File: src/sv/blm_pkg.sv
`default_nettype none
package blm_pkg;

  localparam int VALUE_BITS = 48;
  localparam int FRAC_BITS  = 32;
  localparam int GOLD_BITS  = 64;
  localparam int PROD_W     = VALUE_BITS + GOLD_BITS;
  localparam int QUOT_W     = VALUE_BITS + FRAC_BITS;
  localparam int CNT_W      = 7;
  localparam int ITER_BITS  = 16;
  localparam int ABS_BITS   = 47;
  localparam int REL_BITS   = 32;
  localparam int CFG_W      = 47;

  typedef logic signed [VALUE_BITS-1:0] value_t;
  typedef logic [VALUE_BITS-1:0]        mag_t;

  localparam value_t VMAX = {1'b0, {(VALUE_BITS-1){1'b1}}};
  localparam value_t VMIN = {1'b1, {(VALUE_BITS-1){1'b0}}};
  localparam logic [GOLD_BITS-1:0] GOLD_Q64 = 64'h61C8864680B583EB;

  // result kinds
  localparam logic [1:0] KIND_EVAL  = 2'd0;
  localparam logic [1:0] KIND_FOUND = 2'd1;
  localparam logic [1:0] KIND_LIMIT = 2'd2;
  localparam logic [1:0] KIND_ERR   = 2'd3;

  // search phase
  localparam logic [1:0] PH_IDLE  = 2'd0;
  localparam logic [1:0] PH_FIRST = 2'd1;
  localparam logic [1:0] PH_PROBE = 2'd2;

  // configuration register indexes
  localparam logic [1:0] CFG_MAX_ITER = 2'd0;
  localparam logic [1:0] CFG_ABS_TOL  = 2'd1;
  localparam logic [1:0] CFG_REL_TOL  = 2'd2;

  typedef struct packed {
    logic   action;
    value_t low_bound;
    value_t high_bound;
    value_t func_value;
  } req_t;

  typedef struct packed {
    value_t     point;
    logic [1:0] kind;
    value_t     min_value;
  } rsp_t;

  // request to the shared multiply/divide unit
  typedef struct packed {
    logic                 start;
    logic                 div;
    logic                 sh64;
    logic                 neg;
    mag_t                 a;
    logic [GOLD_BITS-1:0] b;
  } md_req_t;

  typedef struct packed {
    logic   done;
    value_t value;
  } md_rsp_t;

  function automatic value_t sadd(value_t a, value_t b);
    logic [VALUE_BITS:0] s;
    s = {a[VALUE_BITS-1], a} + {b[VALUE_BITS-1], b};
    if (s[VALUE_BITS] != s[VALUE_BITS-1]) return s[VALUE_BITS] ? VMIN : VMAX;
    return value_t'(s[VALUE_BITS-1:0]);
  endfunction

  function automatic value_t ssub(value_t a, value_t b);
    logic [VALUE_BITS:0] s;
    s = {a[VALUE_BITS-1], a} - {b[VALUE_BITS-1], b};
    if (s[VALUE_BITS] != s[VALUE_BITS-1]) return s[VALUE_BITS] ? VMIN : VMAX;
    return value_t'(s[VALUE_BITS-1:0]);
  endfunction

  function automatic value_t sabs(value_t a);
    return a[VALUE_BITS-1] ? ssub('0, a) : a;
  endfunction

  // halve, rounding toward zero
  function automatic value_t half(value_t a);
    value_t t;
    t = a + value_t'(a[VALUE_BITS-1]);
    return t >>> 1;
  endfunction

  function automatic mag_t mag(value_t a);
    return a[VALUE_BITS-1] ? mag_t'(-a) : mag_t'(a);
  endfunction

  // signed fixed-point multiply request
  function automatic md_req_t smul_req(value_t a, value_t b);
    md_req_t r;
    r.start = 1'b1;
    r.div   = 1'b0;
    r.sh64  = 1'b0;
    r.neg   = a[VALUE_BITS-1] ^ b[VALUE_BITS-1];
    r.a     = mag(a);
    r.b     = {{(GOLD_BITS-VALUE_BITS){1'b0}}, mag(b)};
    return r;
  endfunction

endpackage
`default_nettype wire

File: src/sv/blm_muldiv.sv
`default_nettype none
// Shared bit-serial unit: shift-add multiply (one multiplier bit a cycle) or
// restoring divide (one quotient bit a cycle), result saturated to the format.
module blm_muldiv (
  input  wire logic            clk,
  input  wire logic            rst,
  input  wire blm_pkg::md_req_t req,
  output blm_pkg::md_rsp_t     rsp
);

  logic                          busy;
  logic                          fin;
  logic                          div;
  logic                          sh64;
  logic                          neg;
  logic [blm_pkg::CNT_W-1:0]     cnt;
  logic [blm_pkg::PROD_W-1:0]    acc;
  logic [blm_pkg::PROD_W-1:0]    mcand;
  logic [blm_pkg::GOLD_BITS-1:0] mplier;
  logic [blm_pkg::VALUE_BITS:0]  rem;
  logic [blm_pkg::QUOT_W-1:0]    num;
  logic [blm_pkg::QUOT_W-1:0]    quot;
  logic [blm_pkg::VALUE_BITS-1:0] dvs;

  logic [blm_pkg::VALUE_BITS:0]  rem_sh;
  logic [blm_pkg::QUOT_W-1:0]    mag_q;
  logic [blm_pkg::QUOT_W-1:0]    lim;
  blm_pkg::value_t               sat;

  // one restoring step
  assign rem_sh = {rem[blm_pkg::VALUE_BITS-1:0], num[blm_pkg::QUOT_W-1]};

  // pick and saturate the magnitude
  always_comb begin
    if (div) begin
      mag_q = quot;
    end else if (sh64) begin
      mag_q = blm_pkg::QUOT_W'(acc[blm_pkg::PROD_W-1:blm_pkg::GOLD_BITS]);
    end else begin
      mag_q = acc[blm_pkg::FRAC_BITS +: blm_pkg::QUOT_W];
    end
    lim = blm_pkg::QUOT_W'(blm_pkg::VMAX) + blm_pkg::QUOT_W'(neg);
    if (mag_q > lim) begin
      sat = neg ? blm_pkg::VMIN : blm_pkg::VMAX;
    end else if (neg) begin
      sat = blm_pkg::value_t'(-mag_q[blm_pkg::VALUE_BITS-1:0]);
    end else begin
      sat = blm_pkg::value_t'(mag_q[blm_pkg::VALUE_BITS-1:0]);
    end
  end

  always_ff @(posedge clk) begin
    if (rst) begin
      busy     <= 1'b0;
      fin      <= 1'b0;
      rsp.done <= 1'b0;
    end else begin
      rsp.done <= 1'b0;
      fin      <= 1'b0;
      if (fin) begin
        rsp.done  <= 1'b1;
        rsp.value <= sat;
      end
      if (req.start) begin
        busy   <= 1'b1;
        div    <= req.div;
        sh64   <= req.sh64;
        neg    <= req.neg;
        acc    <= '0;
        mcand  <= blm_pkg::PROD_W'(req.a);
        mplier <= req.b;
        rem    <= '0;
        num    <= {req.a, {blm_pkg::FRAC_BITS{1'b0}}};
        quot   <= '0;
        dvs    <= req.b[blm_pkg::VALUE_BITS-1:0];
        cnt    <= req.div ? blm_pkg::CNT_W'(blm_pkg::QUOT_W - 1)
                          : blm_pkg::CNT_W'(blm_pkg::GOLD_BITS - 1);
      end else if (busy) begin
        if (div) begin
          num <= num << 1;
          if (dvs != '0 && rem_sh >= {1'b0, dvs}) begin
            rem  <= rem_sh - {1'b0, dvs};
            quot <= {quot[blm_pkg::QUOT_W-2:0], 1'b1};
          end else begin
            rem  <= rem_sh;
            quot <= {quot[blm_pkg::QUOT_W-2:0], 1'b0};
          end
        end else begin
          if (mplier[0]) acc <= acc + mcand;
          mcand  <= mcand << 1;
          mplier <= mplier >> 1;
        end
        cnt <= cnt - 1'b1;
        if (cnt == '0) begin
          busy <= 1'b0;
          fin  <= 1'b1;
        end
      end
    end
  end

endmodule
`default_nettype wire

File: config.mk
export PLATFORM = sky130hd
export DESIGN_NAME = blm_muldiv
export DESIGN_NICKNAME = d
export VERILOG_FILES = /design/src/sv/blm_pkg.sv /design/src/sv/blm_muldiv.sv
export SDC_FILE = /design/constraint.sdc
export NUM_CORES = 1
export LEC_CHECK = 0
export ABC_AREA = 0
export ABC_CLOCK_PERIOD_IN_PS = 18130
export CAP_MARGIN = 20
export CORE_ASPECT_RATIO = 0.7
export CORE_MARGIN = 4
export CORE_UTILIZATION = 59
export CTS_BUF_LIST = sky130_fd_sc_hd__clkbuf_8
export DETAILED_ROUTE_END_ITERATION = 10
export DONT_BUFFER_PORTS = 1
export PLACE_DENSITY = 0.75
export SYNTH_ARGS = -nofsm -noshare
export SYNTH_HDL_FRONTEND = slang
export SYNTH_SLANG_ARGS = --single-unit
export TNS_END_PERCENT = 5
File: constraint.sdc
create_clock -name clk -period 18.13 [get_ports clk]
set_input_delay 2.7195 -clock clk [delete_from_list [all_inputs] [get_ports clk]]
set_output_delay 2.7195 -clock clk [all_outputs]
set_load 0.05 [all_outputs]
==> impl_results.md <==
* Run status: finished, violations left
* Violated checks: slew limit
* Worst path arrival time at 5970 ps
* Crit. End Element: register
* CTS clk-pin slew, worst paths at 70 ps
* Clk_lat worst skew at 740 ps
* Routed len/inst at 21.0 um
* Sinks on Clock Net at 573
* RSZ-0062 raised after global routing: no
* CTS max path bufs at 3
* Area Growth Syn to Fin at 6.39%
* CTS buffer count at 90
* WP data required at 18,470 ps
* Synth area leaders: edfxtp_1 48%, ha_1 7.4%, nor2_1 3.6%, a21oi_1 3.6%, o21ai_0 3.3%
* Post-detailed-route count of antenna-violating nets at 0
* Share of cells above drive strength 1 at 7.19%
* Fmax at 0.178 GHz
* Placed Area at 36,000 sq um
* Tcrit/Tclk final at 31.1%
* Vias at 26,800
* Die height at 213 um
* Relative slew slack at -4.16%
* H-tree lvl count at 3
* FF/Latch Area at 17,200 sq um
* Fillcell total at 4,802
* Antenna violations before repair at 2
* Largest net degree at the start of global routing at 526
* Hold Buf Count CTS at 0
* DR DRC count at 0
* Final Max Tran Viols at 52
* Total wire length at 90,500 um
* Yosys warns at 0
* Syn Nets at 3,841
* Root buffer cell: clkbuf_8
* Die Wd at 301 um
* Leakage at 14.6 nW
* Min-Delay Path Class: register to register
* Most used flip-flop cell after synthesis: edfxtp_1
* Post-DR vias/cell at 6.20
* # port buffers at 0
* Post-CTS sizing at 0
* DRT iter0 DRCs at 2,505
* Hold Fails Final Rpt at 0
* Grt ovf at 0
* Post-synthesis cell type with the largest combined area: edfxtp_1
* Peak VDD IR at 0.0000757 V
* GR Util All Layers at 27.7%
* Mean Syn Cell Area at 10.1 sq um
* Distinct cells, synth at 82
* Row cnt at 74
* CTS tree: done
* Fin nets at 3,777
* Worst-path maximum fanout at 525
* Worst setup path class: input port to register
* Vias in the first global route at 25,500
* Top Ports at 167
* Sequential area share after synthesis at 48.4%
* Worst Skew at 34.4 ps
* #FFs+latches synth at 573
* Min Tclk post-route at 5630 ps
* Area share of the largest cell type after synthesis at 48.3%
* Cells after Synth at 3,512
* Hpwl dp at 65,300 um
* Startpoint types: input port
* Post-route cell area at 37,700 sq um
* Postcts setup bufs at 0
* Async set-or-reset flop fraction in the synthesized netlist at 0%
* Mapped cell area at 35,500 sq um
* Multi-input gate area at 16,900 sq um
* Core ar. at 58,900 sq um
* Cell Pwr Density at 92.2 nW/um^2
* Max-Cap Viols at 0
* GP Congestion at 0.961
* Least-Margin Pin Slew at 1560 ps
* First-pass GRT wire length at 141,000 um
* Final setup fails at 0
* Die ar. at 64,200 sq um
* Final TNS setup at 0 ps
* Pre-Repair DR Iteration Count at 5
* Starting Density at 60.2%
* EDFF count, synth at 570
-- power breakdown --
group / internal [mW] / leakage (nW) / total (mW) / switching [mW]
clock: 0.566 / 0.980 / 1.11 / 0.541
sequential: 1.57 / 5.45 / 1.63 / 0.0574
combinational: 0.290 / 8.20 / 0.744 / 0.454
-- path summary, 6_finish.rpt --
path         startpoint        to  slack [ps]  cells after the start
max reg2reg      dvs[1]   rem[45]       12990                     14
min                 fin   rsp[48]         530                      1
min reg2reg         fin   rsp[48]         530                      1
max            req[115]  acc[108]       12500                      4
-- area by class of cell --
type                            count  share of cell area [%]
Antenna cell                        1                 0.00663
Clock buffer                       93                    3.39
Clock inverter                     68                    1.27
Inverter                          216                    2.15
Multi-Input combinational cell   2552                    44.7
Sequential cell                   573                    45.5
Tap cell                          798                    2.65
Timing Repair Buffer               15                   0.332
-- cells in the mapped netlist (4+ instances only) --
cell,instances
a211oi_1,18
nor2_1,340
mux2i_1,103
o21ai_0,232
a2bb2oi_1,6
or3_1,10
a21o_1,98
ha_1,209
inv_1,212
clkbuf_1,145
a221oi_1,5
o31a_1,8
a21oi_1,254
nand2_1,267
xnor2_1,87
inv_2,4
o211ai_1,14
a221o_1,5
o21bai_1,45
nor3_1,66
a21boi_0,17
nor4_1,44
and4_1,4
o41ai_1,6
nor2b_1,173
o31ai_1,17
edfxtp_1,570
o21a_1,48
buf_1,6
nand4_1,86
xor2_1,50
a22o_1,5
o22ai_1,37
mux2_2,76
or2_2,11
and2_1,12
a211o_1,5
and3_1,15
buf_2,17
a31oi_1,28
nand2b_1,16
a311oi_1,4
nand3_1,46
o21ai_1,21
-- critical path, stage by stage --
cell	delay [ps]
inv_1	700
a21oi_4	350
o21a_4	680
buf_4	780
-- flip-flops by register name, summed over array words and instances (netlist names) --
register / flops
acc: 112
mcand: 112
quot: 80
mplier: 64
rsp: 49
dvs: 48
num: 48
rem: 48
cnt: 7
busy: 1
div: 1
fin: 1
neg: 1
sh64: 1
-- logic make-up after synthesis --
kind of cell | Yosys count | synth area share (%)
AND/OR/NAND/NOR | 1116 | 15.3
XOR/XNOR | 137 | 3.38
adder cells (fa/ha/maj) | 211 | 7.49
multiplexers | 179 | 5.32
AO/OA/AOI/OAI | 909 | 15.8
buffers and inverters | 387 | 4.24
flip-flops | 573 | 48.4
-- layer usage --
| layer | GRT usage, % | vias to the layer above | share of wire (%) |
|---|---|---|---|
| li1 | - | 12800 | - |
| met5 | 0 | - | 0.015 |
| met4 | 6.81 | 2 | 2.1 |
| met1 | 41.1 | 12900 | 46 |
| met2 | 40.7 | 956 | 43 |
| met3 | 7.45 | 148 | 8.4 |
-- layout by cell type, fill, tap and decap left out, types with 6 or more instances in the layout --
master,count
a211oi_1,18
a21boi_0,17
a21o_1,98
a21oi_1,253
a2bb2oi_1,6
a31oi_1,28
and2_1,12
and3_1,15
buf_4,14
bufinv_16,6
clkbuf_8,93
clkinv_1,20
clkinv_2,7
edfxtp_1,570
ha_1,209
inv_1,238
mux2_2,76
mux2i_1,103
nand2_1,267
nand2b_1,16
nand3_1,46
nand4_1,86
nor2_1,338
nor2b_1,172
nor3_1,66
nor4_1,44
o211ai_1,14
o21a_1,47
o21ai_0,232
o21ai_1,21
o21bai_1,45
o22ai_1,36
o31a_1,8
o31ai_1,17
o41ai_1,6
or2_2,11
or3_1,10
xnor2_1,87
xor2_1,50
-- stage by stage --
stage               setup WS (ps)  total power [mW]  std cells  utilization, %  hold slack [ps]
CTS                         13150              3.48       4315            64.1              533
global placement            12800              2.36       4154            61.1              509
finish                      12500              3.48       4316            64.1              532
floorplan                    2820              2.22       3512               -              430
detailed placement          12700              2.38       4154            61.1              514
global route                12730              3.65       4316            64.1              543
Note: power is estimated with default switching activity, not from simulation.
